## src/sv/wbr_pkg.sv

```systemverilog
// Shared types, codes and constants of the windowed block receiver.
package wbr_pkg;

  // Default sizes
  localparam int unsigned BUFFER_BLOCKS_DEF  = 16;
  localparam int unsigned RETRANSMIT_MAX_DEF = 16;
  // Hard cap on retransmit entries sent at one window end
  localparam int unsigned RTX_CAP            = 18;

  // Input mode codes (all other codes are unknown opcodes)
  localparam logic [2:0] MODE_START = 3'd0;
  localparam logic [2:0] MODE_DATA  = 3'd1;
  localparam logic [2:0] MODE_ERROR = 3'd2;
  localparam logic [2:0] MODE_TICK  = 3'd3;

  // Configuration register indexes
  localparam logic [2:0] CFG_WINDOW_BLOCKS    = 3'd0;
  localparam logic [2:0] CFG_START_OFFSET     = 3'd1;
  localparam logic [2:0] CFG_FILE_NUMBER      = 3'd2;
  localparam logic [2:0] CFG_FULL_BLOCK_BYTES = 3'd3;
  localparam logic [2:0] CFG_TIMEOUT_TICKS    = 3'd4;

  // Configuration reset values
  localparam logic [7:0]  FULL_BYTES_RST = 8'd128;
  localparam logic [31:0] TIMEOUT_RST    = 32'd1000;

  typedef enum logic [1:0] {
    PH_IDLE  = 2'd0,
    PH_XFER  = 2'd1,
    PH_RTX   = 2'd2,
    PH_ACKED = 2'd3
  } phase_e;

  typedef enum logic [3:0] {
    ACT_REQUEST = 4'd0,
    ACT_WRITE   = 4'd1,
    ACT_STORE   = 4'd2,
    ACT_FLUSH   = 4'd3,
    ACT_ACK     = 4'd4,
    ACT_RTX     = 4'd5,
    ACT_STATUS  = 4'd6,
    ACT_TIMEOUT = 4'd7,
    ACT_END     = 4'd8
  } act_e;

  typedef enum logic [2:0] {
    RS_OK         = 3'd0,
    RS_AFTER_ACK  = 3'd1,
    RS_BAD_BLOCK  = 3'd2,
    RS_BAD_LENGTH = 3'd3,
    RS_BAD_OPCODE = 3'd4
  } rstat_e;

  typedef enum logic [4:0] {
    ST_IDLE,
    ST_EXEC,
    ST_DCHK,
    ST_DORD,
    ST_DSTORE,
    ST_SRCH_RD,
    ST_SRCH_CMP,
    ST_STORE,
    ST_APPEND,
    ST_WCHK,
    ST_FMUL,
    ST_FADD,
    ST_WEND,
    ST_WEND_END,
    ST_RTX_RD,
    ST_RTX_CMP,
    ST_FINISH,
    ST_DRAIN
  } ctl_state_e;

  // One result item without the per-input trailer fields
  typedef struct packed {
    act_e        action;
    logic [31:0] byte_offset;
    logic [15:0] byte_count;
    logic [3:0]  buffer_slot;
    logic [15:0] block_field;
  } res_t;

  // Commands from the controller to the datapath
  typedef struct packed {
    logic   load;
    logic   start;
    logic   win_start;
    logic   set_st;
    rstat_e st;
    logic   set_ph;
    phase_e ph;
    logic   set_good;
    logic   clr_good;
    logic   upd_largest;
    logic   direct;
    logic   set_base;
    logic   scan_clr;
    logic   scan_inc;
    logic   remove;
    logic   append_init;
    logic   append_step;
    logic   set_lb;
    logic   flush_mul;
    logic   flush_add;
    logic   tick;
    logic   push;
    act_e   push_act;
    logic   finish;
    logic   pop;
  } cmd_t;

  // Status from the datapath to the controller
  typedef struct packed {
    logic [2:0] mode;
    logic       lok;
    phase_e     phase;
    logic       blk_nz;
    logic       blk_ge_wb;
    logic       seq_next;
    logic       mt_zero;
    logic       base_neg;
    logic       dist_ok;
    logic       hit;
    logic       slot_valid;
    logic       scan_end;
    logic       mt_full;
    logic       app_more;
    logic       len_short;
    logic       win_last;
    logic       large_short;
    logic       tick_hit;
    logic       rtx_room;
    logic       q_empty;
    logic       drain_last;
    logic       out_free;
  } sts_t;

endpackage

```

## src/sv/wbr_in_if.sv

```systemverilog
// Input item channel: valid, ready and the packet fields.
interface wbr_in_if;
  logic        valid;
  logic        ready;
  logic [2:0]  mode;
  logic        length_ok;
  logic [15:0] block_number;
  logic [7:0]  payload_bytes;

  modport source (output valid, mode, length_ok, block_number, payload_bytes, input ready);
  modport sink   (input valid, mode, length_ok, block_number, payload_bytes, output ready);
endinterface

```

## src/sv/wbr_out_if.sv

```systemverilog
// Result item channel: valid, ready and the result fields.
interface wbr_out_if;
  logic        valid;
  logic        ready;
  logic [3:0]  action;
  logic [31:0] byte_offset;
  logic [15:0] byte_count;
  logic [3:0]  buffer_slot;
  logic [15:0] block_field;
  logic [4:0]  missing_count;
  logic [2:0]  receive_status;
  logic [1:0]  state_after;
  logic        last;

  modport source (output valid, action, byte_offset, byte_count, buffer_slot, block_field,
                  missing_count, receive_status, state_after, last, input ready);
  modport sink   (input valid, action, byte_offset, byte_count, buffer_slot, block_field,
                  missing_count, receive_status, state_after, last, output ready);
endinterface

```

## src/sv/wbr_ctrl.sv

```systemverilog
// Sequencing state machine of the windowed block receiver.
module wbr_ctrl
  import wbr_pkg::*;
(
  input  logic clk_i,
  input  logic rst_ni,
  input  logic in_valid_i,
  output logic in_ready_o,
  input  sts_t sts_i,
  output cmd_t cmd_o
);

  ctl_state_e state_q, state_d;
  logic       inorder;

  assign inorder = (sts_i.phase != PH_RTX);

  always_ff @(posedge clk_i or negedge rst_ni) begin
    if (!rst_ni) begin
      state_q <= ST_IDLE;
    end else begin
      state_q <= state_d;
    end
  end

  // Next state
  always_comb begin
    state_d = state_q;
    case (state_q)
      ST_IDLE: if (in_valid_i) state_d = ST_EXEC;
      ST_EXEC: begin
        if (sts_i.mode == MODE_DATA && sts_i.lok && sts_i.phase != PH_IDLE &&
            !(sts_i.phase == PH_ACKED && sts_i.blk_nz)) begin
          state_d = ST_DCHK;
        end else begin
          state_d = ST_FINISH;
        end
      end
      ST_DCHK: state_d = sts_i.blk_ge_wb ? ST_FINISH : ST_DORD;
      ST_DORD: state_d = (inorder && sts_i.mt_zero && sts_i.seq_next) ? ST_WCHK : ST_DSTORE;
      ST_DSTORE: begin
        if (!sts_i.base_neg && sts_i.dist_ok) begin
          state_d = inorder ? ST_STORE : ST_SRCH_RD;
        end else begin
          state_d = ST_WCHK;
        end
      end
      ST_SRCH_RD: state_d = ST_SRCH_CMP;
      ST_SRCH_CMP: begin
        if (sts_i.hit) state_d = ST_STORE;
        else if (sts_i.scan_end) state_d = ST_FINISH;
        else state_d = ST_SRCH_RD;
      end
      ST_STORE: state_d = inorder ? ST_APPEND : ST_WCHK;
      ST_APPEND: state_d = (sts_i.app_more && !sts_i.mt_full) ? ST_APPEND : ST_WCHK;
      ST_WCHK: begin
        if (inorder) begin
          state_d = (sts_i.len_short || sts_i.win_last) ? ST_WEND : ST_FINISH;
        end else begin
          state_d = sts_i.mt_zero ? ST_FMUL : ST_FINISH;
        end
      end
      ST_FMUL: state_d = ST_FADD;
      ST_FADD: state_d = ST_WEND;
      ST_WEND: begin
        if (!sts_i.mt_zero) state_d = ST_RTX_RD;
        else state_d = sts_i.large_short ? ST_WEND_END : ST_FINISH;
      end
      ST_WEND_END: state_d = ST_FINISH;
      ST_RTX_RD: state_d = ST_RTX_CMP;
      ST_RTX_CMP: state_d = sts_i.scan_end ? ST_FINISH : ST_RTX_RD;
      ST_FINISH: state_d = ST_DRAIN;
      ST_DRAIN: if (sts_i.out_free && sts_i.drain_last) state_d = ST_IDLE;
      default: state_d = ST_IDLE;
    endcase
  end

  // Commands
  always_comb begin
    cmd_o      = '0;
    in_ready_o = 1'b0;
    case (state_q)
      ST_IDLE: begin
        in_ready_o = 1'b1;
        cmd_o.load = in_valid_i;
      end
      ST_EXEC: begin
        case (sts_i.mode)
          MODE_START: begin
            if (sts_i.phase == PH_IDLE) begin
              cmd_o.start    = 1'b1;
              cmd_o.push     = 1'b1;
              cmd_o.push_act = ACT_REQUEST;
              cmd_o.set_ph   = 1'b1;
              cmd_o.ph       = PH_XFER;
            end
          end
          MODE_DATA: begin
            if (!sts_i.lok) begin
              cmd_o.set_st = 1'b1;
              cmd_o.st     = RS_BAD_LENGTH;
            end else if (sts_i.phase == PH_ACKED) begin
              if (sts_i.blk_nz) begin
                cmd_o.set_st = 1'b1;
                cmd_o.st     = RS_AFTER_ACK;
                cmd_o.set_ph = 1'b1;
                cmd_o.ph     = PH_IDLE;
              end else begin
                cmd_o.win_start = 1'b1;
                cmd_o.set_ph    = 1'b1;
                cmd_o.ph        = PH_XFER;
              end
            end
          end
          MODE_ERROR: begin
            if (!sts_i.lok) begin
              cmd_o.set_st = 1'b1;
              cmd_o.st     = RS_BAD_LENGTH;
            end else begin
              cmd_o.set_good = 1'b1;
              cmd_o.set_ph   = 1'b1;
              cmd_o.ph       = PH_IDLE;
            end
          end
          MODE_TICK: begin
            if (sts_i.phase != PH_IDLE) begin
              cmd_o.tick = 1'b1;
              if (sts_i.tick_hit) begin
                cmd_o.push     = 1'b1;
                cmd_o.push_act = ACT_TIMEOUT;
                cmd_o.set_ph   = 1'b1;
                cmd_o.ph       = PH_IDLE;
              end
            end
          end
          default: begin
            cmd_o.set_st = 1'b1;
            cmd_o.st     = RS_BAD_OPCODE;
          end
        endcase
      end
      ST_DCHK: begin
        if (sts_i.blk_ge_wb) begin
          cmd_o.set_st = 1'b1;
          cmd_o.st     = RS_BAD_BLOCK;
          cmd_o.set_ph = 1'b1;
          cmd_o.ph     = PH_IDLE;
        end else begin
          cmd_o.set_good    = 1'b1;
          cmd_o.upd_largest = 1'b1;
        end
      end
      ST_DORD: begin
        if (inorder && sts_i.mt_zero) begin
          if (sts_i.seq_next) begin
            cmd_o.direct   = 1'b1;
            cmd_o.push     = 1'b1;
            cmd_o.push_act = ACT_WRITE;
          end else if (sts_i.base_neg) begin
            cmd_o.set_base = 1'b1;
          end
        end
      end
      ST_DSTORE: cmd_o.scan_clr = !sts_i.base_neg && sts_i.dist_ok && !inorder;
      ST_SRCH_CMP: begin
        if (sts_i.hit) begin
          cmd_o.remove = 1'b1;
        end else if (sts_i.scan_end) begin
          cmd_o.set_st   = 1'b1;
          cmd_o.st       = RS_BAD_BLOCK;
          cmd_o.clr_good = 1'b1;
        end else begin
          cmd_o.scan_inc = 1'b1;
        end
      end
      ST_STORE: begin
        cmd_o.push        = 1'b1;
        cmd_o.push_act    = ACT_STORE;
        cmd_o.append_init = inorder;
      end
      ST_APPEND: begin
        if (sts_i.app_more && !sts_i.mt_full) cmd_o.append_step = 1'b1;
        else cmd_o.set_lb = 1'b1;
      end
      ST_FMUL: cmd_o.flush_mul = 1'b1;
      ST_FADD: begin
        cmd_o.flush_add = 1'b1;
        cmd_o.push      = 1'b1;
        cmd_o.push_act  = ACT_FLUSH;
      end
      ST_WEND: begin
        cmd_o.set_ph = 1'b1;
        if (!sts_i.mt_zero) begin
          cmd_o.ph       = PH_RTX;
          cmd_o.scan_clr = 1'b1;
        end else begin
          cmd_o.push     = 1'b1;
          cmd_o.push_act = ACT_ACK;
          cmd_o.ph       = sts_i.large_short ? PH_IDLE : PH_ACKED;
        end
      end
      ST_WEND_END: begin
        cmd_o.push     = 1'b1;
        cmd_o.push_act = ACT_END;
      end
      ST_RTX_CMP: begin
        if (sts_i.slot_valid && sts_i.rtx_room) begin
          cmd_o.push     = 1'b1;
          cmd_o.push_act = ACT_RTX;
        end
        cmd_o.scan_inc = !sts_i.scan_end;
      end
      ST_FINISH: begin
        cmd_o.finish   = 1'b1;
        cmd_o.push     = sts_i.q_empty;
        cmd_o.push_act = ACT_STATUS;
      end
      ST_DRAIN: cmd_o.pop = sts_i.out_free;
      default: cmd_o = '0;
    endcase
  end

endmodule

```

## src/sv/wbr_datapath.sv

```systemverilog
// Datapath: configuration, window state, missing list memory, result queue, output register.
module wbr_datapath
  import wbr_pkg::*;
#(
  parameter int unsigned BUFFER_BLOCKS  = BUFFER_BLOCKS_DEF,
  parameter int unsigned RETRANSMIT_MAX = RETRANSMIT_MAX_DEF
) (
  input  logic        clk_i,
  input  logic        rst_ni,
  input  logic        cfg_we_i,
  input  logic [2:0]  cfg_idx_i,
  input  logic [31:0] cfg_data_i,
  input  logic [2:0]  mode_i,
  input  logic        length_ok_i,
  input  logic [15:0] block_number_i,
  input  logic [7:0]  payload_bytes_i,
  input  cmd_t        cmd_i,
  output sts_t        sts_o,
  input  logic        out_ready_i,
  output logic        out_valid_o,
  output logic [3:0]  action_o,
  output logic [31:0] byte_offset_o,
  output logic [15:0] byte_count_o,
  output logic [3:0]  buffer_slot_o,
  output logic [15:0] block_field_o,
  output logic [4:0]  missing_count_o,
  output logic [2:0]  receive_status_o,
  output logic [1:0]  state_after_o,
  output logic        last_o
);

  localparam int unsigned IW   = $clog2(BUFFER_BLOCKS);
  localparam int unsigned MTW  = $clog2(BUFFER_BLOCKS + 1);
  localparam int unsigned LIM  = (RETRANSMIT_MAX < RTX_CAP) ? RETRANSMIT_MAX : RTX_CAP;
  localparam int unsigned ECW  = $clog2(LIM + 1);
  localparam int unsigned QD   = (LIM + 1 > 4) ? LIM + 1 : 4;
  localparam int unsigned QIW  = $clog2(QD);
  localparam int unsigned QCW  = $clog2(QD + 1);

  // Configuration
  logic [7:0]  wb_q, fbb_q;
  logic [31:0] so_q, to_q;
  logic [15:0] fn_q;

  // Captured item
  logic [2:0]  mode_q;
  logic        lok_q;
  logic [15:0] blk_q;
  logic [7:0]  len_q;

  // Window state
  phase_e             phase_q, np_q;
  rstat_e             st_q;
  logic               good_q;
  logic signed [16:0] lb_q, lgb_q, bb_q, m_q;
  logic [7:0]         ll_q;
  logic [MTW-1:0]     mt_q;
  logic [31:0]        ro_q, it_q;
  logic [BUFFER_BLOCKS-1:0] valid_q;
  logic [IW-1:0]      idx_q;
  logic [ECW-1:0]     ecnt_q;
  logic [15:0]        rd_q, prod_q;

  // Missing list and result queue
  logic [15:0] miss_mem [BUFFER_BLOCKS];
  res_t        q_mem [QD];
  logic [QCW-1:0] n_q;
  logic [QIW-1:0] rp_q;

  // Output register
  logic        out_valid_q, out_last_q;
  res_t        out_res_q;
  logic [4:0]  out_mc_q;
  rstat_e      out_st_q;
  phase_e      out_ph_q;

  // Derived values
  logic signed [17:0] b18, lb18, bb18, m18, bdist;
  logic [31:0] it_inc;
  logic [15:0] flush_cnt, diff16;
  logic [23:0] prod_full;
  res_t        res_new;

  assign b18    = signed'({2'b00, blk_q});
  assign lb18   = 18'(lb_q);
  assign bb18   = 18'(bb_q);
  assign m18    = 18'(m_q);
  assign bdist  = b18 - bb18;
  assign it_inc = (it_q == 32'hFFFF_FFFF) ? it_q : it_q + 32'd1;
  assign diff16 = lgb_q[15:0] - bb_q[15:0];
  assign prod_full = diff16 * fbb_q;
  assign flush_cnt = prod_q + {8'd0, ll_q};

  always_comb begin
    sts_o.mode        = mode_q;
    sts_o.lok         = lok_q;
    sts_o.phase       = phase_q;
    sts_o.blk_nz      = (blk_q != 16'd0);
    sts_o.blk_ge_wb   = (blk_q >= {8'd0, wb_q});
    sts_o.seq_next    = (b18 == lb18 + 18'sd1);
    sts_o.mt_zero     = (mt_q == '0);
    sts_o.base_neg    = bb_q[16];
    sts_o.dist_ok     = !bdist[17] && ({1'b0, bdist[16:0]} < 18'(BUFFER_BLOCKS));
    sts_o.hit         = valid_q[idx_q] && (rd_q == blk_q);
    sts_o.slot_valid  = valid_q[idx_q];
    sts_o.scan_end    = (idx_q == IW'(BUFFER_BLOCKS - 1));
    sts_o.mt_full     = (mt_q == MTW'(BUFFER_BLOCKS));
    sts_o.app_more    = (m18 < b18);
    sts_o.len_short   = (len_q < fbb_q);
    sts_o.win_last    = ({1'b0, blk_q} + 17'd1 == {9'd0, wb_q});
    sts_o.large_short = (ll_q < fbb_q);
    sts_o.tick_hit    = (it_inc >= to_q);
    sts_o.rtx_room    = (ecnt_q < ECW'(LIM));
    sts_o.q_empty     = (n_q == '0);
    sts_o.drain_last  = (QCW'(rp_q) == n_q - QCW'(1));
    sts_o.out_free    = !out_valid_q || out_ready_i;
  end

  // Result builder
  always_comb begin
    res_new        = '0;
    res_new.action = cmd_i.push_act;
    case (cmd_i.push_act)
      ACT_REQUEST: begin
        res_new.byte_offset = so_q;
        res_new.byte_count  = {8'd0, wb_q};
        res_new.block_field = fn_q;
      end
      ACT_WRITE: begin
        res_new.byte_offset = ro_q;
        res_new.byte_count  = {8'd0, len_q};
      end
      ACT_STORE: begin
        res_new.byte_count  = {8'd0, len_q};
        res_new.buffer_slot = bdist[3:0];
      end
      ACT_FLUSH: begin
        res_new.byte_offset = ro_q;
        res_new.byte_count  = flush_cnt;
      end
      ACT_ACK: res_new.block_field = lb_q[15:0];
      ACT_RTX: res_new.block_field = rd_q;
      default: res_new.block_field = 16'd0;
    endcase
  end

  // Control and state registers
  always_ff @(posedge clk_i or negedge rst_ni) begin
    if (!rst_ni) begin
      wb_q        <= 8'd0;
      so_q        <= 32'd0;
      fn_q        <= 16'd0;
      fbb_q       <= FULL_BYTES_RST;
      to_q        <= TIMEOUT_RST;
      phase_q     <= PH_IDLE;
      np_q        <= PH_IDLE;
      st_q        <= RS_OK;
      good_q      <= 1'b0;
      lb_q        <= '1;
      lgb_q       <= '1;
      bb_q        <= '1;
      m_q         <= '0;
      ll_q        <= 8'd0;
      mt_q        <= '0;
      ro_q        <= 32'd0;
      it_q        <= 32'd0;
      valid_q     <= '0;
      idx_q       <= '0;
      ecnt_q      <= '0;
      n_q         <= '0;
      rp_q        <= '0;
      out_valid_q <= 1'b0;
    end else begin
      // Configuration writes
      if (cfg_we_i) begin
        case (cfg_idx_i)
          CFG_WINDOW_BLOCKS:    wb_q  <= cfg_data_i[7:0];
          CFG_START_OFFSET:     so_q  <= cfg_data_i;
          CFG_FILE_NUMBER:      fn_q  <= cfg_data_i[15:0];
          CFG_FULL_BLOCK_BYTES: fbb_q <= cfg_data_i[7:0];
          CFG_TIMEOUT_TICKS:    to_q  <= cfg_data_i;
          default: ;
        endcase
      end
      // Per-item bookkeeping
      if (cmd_i.load) begin
        st_q   <= RS_OK;
        good_q <= 1'b0;
        np_q   <= phase_q;
        n_q    <= '0;
        rp_q   <= '0;
      end
      if (cmd_i.set_st) st_q <= cmd_i.st;
      if (cmd_i.set_ph) np_q <= cmd_i.ph;
      if (cmd_i.set_good) good_q <= 1'b1;
      if (cmd_i.clr_good) good_q <= 1'b0;
      // New window
      if (cmd_i.start || cmd_i.win_start) begin
        lb_q    <= '1;
        lgb_q   <= '1;
        bb_q    <= '1;
        ll_q    <= 8'd0;
        mt_q    <= '0;
        valid_q <= '0;
      end
      if (cmd_i.start) begin
        ro_q <= so_q;
        it_q <= 32'd0;
      end
      if (cmd_i.upd_largest && (b18 > 18'(lgb_q))) begin
        lgb_q <= b18[16:0];
        ll_q  <= len_q;
      end
      // In-order delivery
      if (cmd_i.direct) begin
        lb_q <= b18[16:0];
        ro_q <= ro_q + {24'd0, len_q};
      end
      if (cmd_i.set_base) bb_q <= 17'(lb18 + 18'sd1);
      // Missing list scan
      if (cmd_i.scan_clr) begin
        idx_q  <= '0;
        ecnt_q <= '0;
      end
      if (cmd_i.scan_inc) idx_q <= idx_q + IW'(1);
      if (cmd_i.remove) begin
        valid_q[idx_q] <= 1'b0;
        if (mt_q != '0) mt_q <= mt_q - MTW'(1);
      end
      // Skipped block recording
      if (cmd_i.append_init) m_q <= 17'(lb18 + 18'sd1);
      if (cmd_i.append_step) begin
        valid_q[mt_q[IW-1:0]] <= 1'b1;
        mt_q <= mt_q + MTW'(1);
        m_q  <= m_q + 17'sd1;
      end
      if (cmd_i.set_lb) lb_q <= b18[16:0];
      if (cmd_i.flush_add) ro_q <= ro_q + {16'd0, flush_cnt};
      if (cmd_i.tick) it_q <= it_inc;
      // Result queue
      if (cmd_i.push) begin
        n_q <= n_q + QCW'(1);
        if (cmd_i.push_act == ACT_RTX) ecnt_q <= ecnt_q + ECW'(1);
      end
      // Close the item
      if (cmd_i.finish) begin
        phase_q <= np_q;
        if (good_q || np_q == PH_IDLE) it_q <= 32'd0;
      end
      // Output register
      if (cmd_i.pop) begin
        out_valid_q <= 1'b1;
        rp_q        <= rp_q + QIW'(1);
      end else if (out_ready_i) begin
        out_valid_q <= 1'b0;
      end
    end
  end

  // Payload registers and storage
  always_ff @(posedge clk_i) begin
    if (cmd_i.load) begin
      mode_q <= mode_i;
      lok_q  <= length_ok_i;
      blk_q  <= block_number_i;
      len_q  <= payload_bytes_i;
    end
    if (cmd_i.append_step) miss_mem[mt_q[IW-1:0]] <= m_q[15:0];
    rd_q <= miss_mem[idx_q];
    if (cmd_i.flush_mul) prod_q <= prod_full[15:0];
    if (cmd_i.push) q_mem[n_q[QIW-1:0]] <= res_new;
    if (cmd_i.pop) begin
      out_res_q  <= q_mem[rp_q];
      out_last_q <= sts_o.drain_last;
      out_mc_q   <= 5'(mt_q);
      out_st_q   <= st_q;
      out_ph_q   <= phase_q;
    end
  end

  assign out_valid_o      = out_valid_q;
  assign action_o         = out_res_q.action;
  assign byte_offset_o    = out_res_q.byte_offset;
  assign byte_count_o     = out_res_q.byte_count;
  assign buffer_slot_o    = out_res_q.buffer_slot;
  assign block_field_o    = out_res_q.block_field;
  assign missing_count_o  = out_mc_q;
  assign receive_status_o = out_st_q;
  assign state_after_o    = out_ph_q;
  assign last_o           = out_last_q;

endmodule

```

## src/sv/windowed_block_receiver.sv

```systemverilog
// Top level of the windowed block receiver: controller and datapath.
// Usage:
//  in_i carries one packet event per item (start, data, error, tick, other);
//  out_o returns one or more result items per input item, the final one
//  flagged by last. Configuration is written through cfg_we_i/cfg_idx_i/
//  cfg_data_i while no item is in progress.
// Sequencing:
//  one item at a time. A data item records each skipped block (at most
//  BUFFER_BLOCKS) and walks the missing list entry by entry for each
//  missing-list scan (retransmit match or retransmit list emission), the
//  scan being paced by the single read port of the missing-list memory.
//  Results then leave at one per cycle while out_o.ready is high; in_i.ready
//  rises the cycle after the last result is loaded into the output register.
// Reset: window state is cleared, phase is idle, registers take their
//  reset values; the missing list needs no clearing pass (valid bits).
// Stalls: a held-off result stays in the output register; a new item is
//  taken while the final result of the previous one still waits.
module windowed_block_receiver
  import wbr_pkg::*;
#(
  parameter int unsigned BUFFER_BLOCKS  = BUFFER_BLOCKS_DEF,
  parameter int unsigned RETRANSMIT_MAX = RETRANSMIT_MAX_DEF
) (
  input  logic        clk_i,
  input  logic        rst_ni,
  input  logic        cfg_we_i,
  input  logic [2:0]  cfg_idx_i,
  input  logic [31:0] cfg_data_i,
  wbr_in_if.sink      in_i,
  wbr_out_if.source   out_o
);

  cmd_t cmd;
  sts_t sts;
  logic in_ready;

  assign in_i.ready = in_ready;

  wbr_ctrl u_ctrl (
    .clk_i      (clk_i),
    .rst_ni     (rst_ni),
    .in_valid_i (in_i.valid),
    .in_ready_o (in_ready),
    .sts_i      (sts),
    .cmd_o      (cmd)
  );

  wbr_datapath #(
    .BUFFER_BLOCKS  (BUFFER_BLOCKS),
    .RETRANSMIT_MAX (RETRANSMIT_MAX)
  ) u_dp (
    .clk_i            (clk_i),
    .rst_ni           (rst_ni),
    .cfg_we_i         (cfg_we_i),
    .cfg_idx_i        (cfg_idx_i),
    .cfg_data_i       (cfg_data_i),
    .mode_i           (in_i.mode),
    .length_ok_i      (in_i.length_ok),
    .block_number_i   (in_i.block_number),
    .payload_bytes_i  (in_i.payload_bytes),
    .cmd_i            (cmd),
    .sts_o            (sts),
    .out_ready_i      (out_o.ready),
    .out_valid_o      (out_o.valid),
    .action_o         (out_o.action),
    .byte_offset_o    (out_o.byte_offset),
    .byte_count_o     (out_o.byte_count),
    .buffer_slot_o    (out_o.buffer_slot),
    .block_field_o    (out_o.block_field),
    .missing_count_o  (out_o.missing_count),
    .receive_status_o (out_o.receive_status),
    .state_after_o    (out_o.state_after),
    .last_o           (out_o.last)
  );

endmodule

```

## src/flat_wrapper.sv

```systemverilog
// flat-port wrapper written by rule: the top's interface ports become plain ports
module windowed_block_receiver_flat import wbr_pkg::*;
#(
  parameter int unsigned BUFFER_BLOCKS  = BUFFER_BLOCKS_DEF,
  parameter int unsigned RETRANSMIT_MAX = RETRANSMIT_MAX_DEF
)
  (clk_i, rst_ni, cfg_we_i, cfg_idx_i, cfg_data_i, in_i_valid, in_i_mode, in_i_length_ok, in_i_block_number, in_i_payload_bytes, in_i_ready, out_o_valid, out_o_action, out_o_byte_offset, out_o_byte_count, out_o_buffer_slot, out_o_block_field, out_o_missing_count, out_o_receive_status, out_o_state_after, out_o_last, out_o_ready);
  wbr_in_if in_i_i ();
  wbr_out_if out_o_i ();
  input  logic clk_i;
  input  logic rst_ni;
  input  logic cfg_we_i;
  input  logic [2:0] cfg_idx_i;
  input  logic [31:0] cfg_data_i;
  input wire logic [$bits(in_i_i.valid)-1:0] in_i_valid;
  input wire logic [$bits(in_i_i.mode)-1:0] in_i_mode;
  input wire logic [$bits(in_i_i.length_ok)-1:0] in_i_length_ok;
  input wire logic [$bits(in_i_i.block_number)-1:0] in_i_block_number;
  input wire logic [$bits(in_i_i.payload_bytes)-1:0] in_i_payload_bytes;
  output wire logic [$bits(in_i_i.ready)-1:0] in_i_ready;
  output wire logic [$bits(out_o_i.valid)-1:0] out_o_valid;
  output wire logic [$bits(out_o_i.action)-1:0] out_o_action;
  output wire logic [$bits(out_o_i.byte_offset)-1:0] out_o_byte_offset;
  output wire logic [$bits(out_o_i.byte_count)-1:0] out_o_byte_count;
  output wire logic [$bits(out_o_i.buffer_slot)-1:0] out_o_buffer_slot;
  output wire logic [$bits(out_o_i.block_field)-1:0] out_o_block_field;
  output wire logic [$bits(out_o_i.missing_count)-1:0] out_o_missing_count;
  output wire logic [$bits(out_o_i.receive_status)-1:0] out_o_receive_status;
  output wire logic [$bits(out_o_i.state_after)-1:0] out_o_state_after;
  output wire logic [$bits(out_o_i.last)-1:0] out_o_last;
  input wire logic [$bits(out_o_i.ready)-1:0] out_o_ready;
  assign in_i_i.valid = in_i_valid;
  assign in_i_i.mode = in_i_mode;
  assign in_i_i.length_ok = in_i_length_ok;
  assign in_i_i.block_number = in_i_block_number;
  assign in_i_i.payload_bytes = in_i_payload_bytes;
  assign in_i_ready = in_i_i.ready;
  assign out_o_valid = out_o_i.valid;
  assign out_o_action = out_o_i.action;
  assign out_o_byte_offset = out_o_i.byte_offset;
  assign out_o_byte_count = out_o_i.byte_count;
  assign out_o_buffer_slot = out_o_i.buffer_slot;
  assign out_o_block_field = out_o_i.block_field;
  assign out_o_missing_count = out_o_i.missing_count;
  assign out_o_receive_status = out_o_i.receive_status;
  assign out_o_state_after = out_o_i.state_after;
  assign out_o_last = out_o_i.last;
  assign out_o_i.ready = out_o_ready;
  windowed_block_receiver #(.BUFFER_BLOCKS(BUFFER_BLOCKS), .RETRANSMIT_MAX(RETRANSMIT_MAX)) u_core (.clk_i(clk_i), .rst_ni(rst_ni), .cfg_we_i(cfg_we_i), .cfg_idx_i(cfg_idx_i), .cfg_data_i(cfg_data_i), .in_i(in_i_i), .out_o(out_o_i));
endmodule
```

## config.mk

```make
export PLATFORM = sky130hd
export DESIGN_NAME = windowed_block_receiver_flat
export DESIGN_NICKNAME = d
export VERILOG_FILES = /design/src/sv/wbr_pkg.sv /design/src/sv/wbr_in_if.sv /design/src/sv/wbr_out_if.sv /design/src/sv/wbr_ctrl.sv /design/src/sv/wbr_datapath.sv /design/src/sv/windowed_block_receiver.sv /design/src/flat_wrapper.sv
export SDC_FILE = /design/constraint.sdc
export NUM_CORES = 2
export LEC_CHECK = 0
export BUFFER_PORTS_ARGS = -buffer_cell sky130_fd_sc_hd__buf_2
export CORE_UTILIZATION = 70
export CTS_BUF_LIST = sky130_fd_sc_hd__clkbuf_8
export DETAILED_ROUTE_END_ITERATION = 10
export HOLD_SLACK_MARGIN = 0.03
export PLACE_DENSITY = 0.85
export SYNTH_ARGS = -nofsm -noshare
export SYNTH_HDL_FRONTEND = slang
export SYNTH_SLANG_ARGS = --single-unit
```

## constraint.sdc

```tcl
create_clock -name clk_i -period 17.3 [get_ports clk_i]
set_input_delay 4.325 -clock clk_i [delete_from_list [all_inputs] [get_ports clk_i]]
set_output_delay 4.325 -clock clk_i [all_outputs]
set_load 0.05 [all_outputs]
```

==> run_results.csv <==
group,metric,value,unit
logic_synthesis,synthAdderAreaFrac,4.40,%
critical_path,cp-start-kind,"flip-flop",
placement,dp_hpwl,139000,um
logic_synthesis,avgSynthCellArea,16.4,um2
floorplan,row_count,126,
floorplan,die-area,0.122,mm2
route,drt_iter0_drc,8559,
cells_and_area,fin_util,78.0,%
floorplan,core-area,0.119,mm2
sta,setup_violations,0,
clocking,cts_made_buffers,312,
clocking,cts_tree,"yes",
pwr,p_leak,0.0329,uW
route,drtAntennaViolNets,0,
critical_path,r2r_end,"u_core.u_dp.q_mem[1][40]$_DFFE_PP_",
sta,post-route-period-util,46.1,%
floorplan,start_util,70.9,%
cells_and_area,layout-drive-gt1-share,23.4,%
clocking,cts_sinks,1913,
route,drt-vias-per-instance,7.06,
critical_path,critPathRequiredTime,17.89,ns
logic_synthesis,syn_nets,5449,
floorplan,boundaryPins,153,
logic_synthesis,synth_edf_count,1607,
cells_and_area,final_cell_mix,"edfxtp_1, mux4_2, inv_1, clkbuf_8, nand2_1",
logic_synthesis,synth_cell_types,83,
sta,max_freq,125,MHz
clocking,cts_root_buffer,"clkbuf_8",
critical_path,cp.arrival,8.57,ns
clocking,clk_latency,1.03,ns
clocking,h-tree-depth,5,
logic_synthesis,synth_top_family_by_area,"multiplexers",
pwr,power_frac_comb,47.6,%
pwr,p_total,19400,uW
sta,min_period,7.98,ns
logic_synthesis,synthMuxAreaShare,14.0,%
critical_path,reg2reg_depth,20,
placement,finalWeightedCongestion,0.935,
logic_synthesis,synth_compound_gate_area_share,5.33,%
logic_synthesis,synth_xor_area_share,2.02,%
sta,tns,0,ns
clocking,clk_pin_slew,0.06,ns
sta,rsz0062_at_grt,"no",
route,routedWlPerCell,32.0,um
critical_path,worstSetupEndpoint,"u_core.u_dp.q_mem[1][40]$_DFFE_PP_",
critical_path,crit_path_end_kind,"flip-flop",
sta,fin_ws,9.32,ns
logic_synthesis,netlist_area,0.0842,mm2
route,routed_wl,233000,um
cells_and_area,area_delta_synth_final,9.94,%
cells_and_area,final_area,0.0926,mm2
logic_synthesis,synth-simple-area-share,5.70,%
critical_path,r2r_start,"u_core.u_dp.it_q[14]$_DFF_PN0_",
route,drc,0,
placement,dp_slack,9.48,ns
critical_path,path_max_fanout,43,
logic_synthesis,seq_area_frac_synth,66.4,%
sta,fin_skew,0.0795,ns
sta,relSlewSlack,7.32,%
critical_path,cp-startpoint,"u_core.u_dp.it_q[14]$_DFF_PN0_",
floorplan,die_h,349,um
route,num_vias,51337,
placement,dpl_cell_area,0.0870,mm2
pwr,p_per_area,209,mW/mm2
critical_path,critical_path_class,"flip-flop to flip-flop",
clocking,max-clock-path-buffers,4,
grt,grt_overflow_total,0,
pwr,power_frac_seq,33.7,%
logic_synthesis,synth_ff_type,"edfxtp_1",
grt,grt_pass1_vias,51785,
grt,grt_first_pass_wirelength,339000,um
flow_run,maxCapViolations,0,
logic_synthesis,synthCells,5124,
logic_synthesis,synth-seq-cells,1913,
pwr,switchingPower,7410,uW
sta,finalMaxSlewViolations,0,
grt,grt_max_degree,160,
grt,antenna_found_initial,16,
sta,hold_viol,0,
sta,worstMarginPinSlew,1.39,ns
status,status,"complete, no violations",
clocking,cts_resized,0,
pwr,switching_share,38.3,%
clocking,cts_hold_buf,0,
logic_synthesis,synth_warnings,0,
grt,track_usage,38.9,%
cells_and_area,mostFrequentLayoutCell,"edfxtp_1",
critical_path,worst-r2r-setup-slack,9.32,ns
clocking,postCtsSetupBuffers,0,
cells_and_area,fin_nets,5766,
floorplan,fp.dieW,349,um
hold_path,worstHoldPathType,"flip-flop to flip-flop",
placement,port_buffers,152,
pwr,p_int,12000,uW
route,first_pass_iters,8,
pwr,vdd_drop_max,0.00149,V
logic_synthesis,synth-async-reset-ratio,15.2,%
pwr,clockPowerShare,18.7,%
synthesized netlist by cell type, types with 50 or more instances:
cell type | number | area share [%]
a21oi_1 | 187 | 1.1
and2_1 | 74 | 0.55
clkbuf_1 | 183 | 0.82
dfrtp_1 | 232 | 6.9
dfstp_2 | 58 | 1.8
edfxtp_1 | 1607 | 57
fa_1 | 65 | 1.5
ha_1 | 192 | 2.9
inv_1 | 240 | 1.1
mux2_2 | 132 | 1.8
mux4_2 | 445 | 12
nand2_1 | 299 | 1.3
nand3_1 | 89 | 0.53
nor2_1 | 220 | 0.98
nor3_1 | 97 | 0.58
o21ai_0 | 157 | 0.93
xnor2_1 | 136 | 1.4
xor2_1 | 50 | 0.52
stage by stage:
| stage | instances | hold WS, ns |
|---|---|---|
| after global routing | 7266 | 0.485 |
| after CTS | 7264 | 0.469 |
| after detailed placement | 6727 | 0.441 |
| after floorplan | 5124 | 0.426 |
| after global placement | 6727 | 0.469 |
| final | 7268 | 0.461 |
metal layers:
metal	part of all wire [%]	track usage [%]	vias to the layer above
met1	34	51.5	25572
met3	13	10.6	861
met4	5.3	19.1	6
met5	0.015	0	-
li1	-	-	20635
met2	47	60.6	4263
kinds of logic after synthesis:
logic type / Yosys count
AO/OA/AOI/OAI: 688
AND/OR/NAND/NOR: 996
XOR/XNOR: 189
adder cells (fa/ha/maj): 257
flip-flops: 1913
multiplexers: 602
buffers and inverters: 479
worst max-delay path: stages (launching register included):
cell and delay [ns]:
dfrtp_1 0.47, nand2_1 0.15, nor4_1 0.35, nand4b_1 0.54, and4_1 0.50, and4_1 0.28, nor2b_1 0.20, and3_1 0.24
and3_1 0.23, xor2_1 0.16, ha_1 0.30, nand4_1 0.12, nor2_1 0.16, nand2_1 0.09, o41ai_1 0.36, buf_4 0.23
a211oi_1 0.19, nand4_1 0.49, nand2_1 0.41, nor2_4 1.14, buf_4 0.90
layout make-up:
class	count	area [um2]
sequential	1913	55900
multi-input combinational	2732	26700
fill	5977	26200
clock buffer	338	4650
tap	1600	2000
timing repair buffer	241	1460
clock inverter	199	918
inverter	241	907
antenna	4	10.0
how the worst min path moves through the flow:
stage,endpoint,startpoint,depth (start not counted)
after floorplan,u_core.u_dp.receive_status_o[0]$_DFFE_PP_,u_core.u_dp.st_q[0]$_DFFE_PN0P_,0
after global placement,u_core.u_dp.phase_q[1]$_DFFE_PN0P_,u_core.u_dp.np_q[1]$_DFFE_PN0P_,2
after detailed placement,u_core.u_dp.receive_status_o[0]$_DFFE_PP_,u_core.u_dp.st_q[0]$_DFFE_PN0P_,0
after CTS,u_core.u_dp.receive_status_o[0]$_DFFE_PP_,u_core.u_dp.st_q[0]$_DFFE_PN0P_,0
after global routing,u_core.u_dp.receive_status_o[0]$_DFFE_PP_,u_core.u_dp.st_q[0]$_DFFE_PN0P_,0
final,u_core.u_dp.receive_status_o[0]$_DFFE_PP_,u_core.u_dp.st_q[0]$_DFFE_PN0P_,0
flip-flops by register name (all words and copies together), names as in the netlist, 16 cells and up:
signal                     flops
u_core.u_dp.q_mem           1224
u_core.u_dp.miss_mem         256
u_core.u_dp.byte_offset_o     32
u_core.u_dp.it_q              32
u_core.u_dp.ro_q              32
u_core.u_dp.so_q              32
u_core.u_dp.to_q              32
u_core.u_dp.bb_q              17
u_core.u_dp.lb_q              17
u_core.u_dp.lgb_q             17
u_core.u_dp.m_q               17
u_core.u_dp.blk_q             16
u_core.u_dp.block_field_o     16
u_core.u_dp.byte_count_o      16
u_core.u_dp.fn_q              16
u_core.u_dp.prod_q            16
u_core.u_dp.rd_q              16
u_core.u_dp.valid_q           16
power by group through the flow:
stage / Sequential (uW) / Clock [uW] / Combinational [uW]
after global placement: 6540 / 0 / 8730
after floorplan: 6570 / 0 / 6790
after CTS: 6490 / 3640 / 9160
after global routing: 6530 / 3820 / 10200
final: 6520 / 3620 / 9230
after detailed placement: 6570 / 0 / 9070
Power figures use the tool's default switching activity.
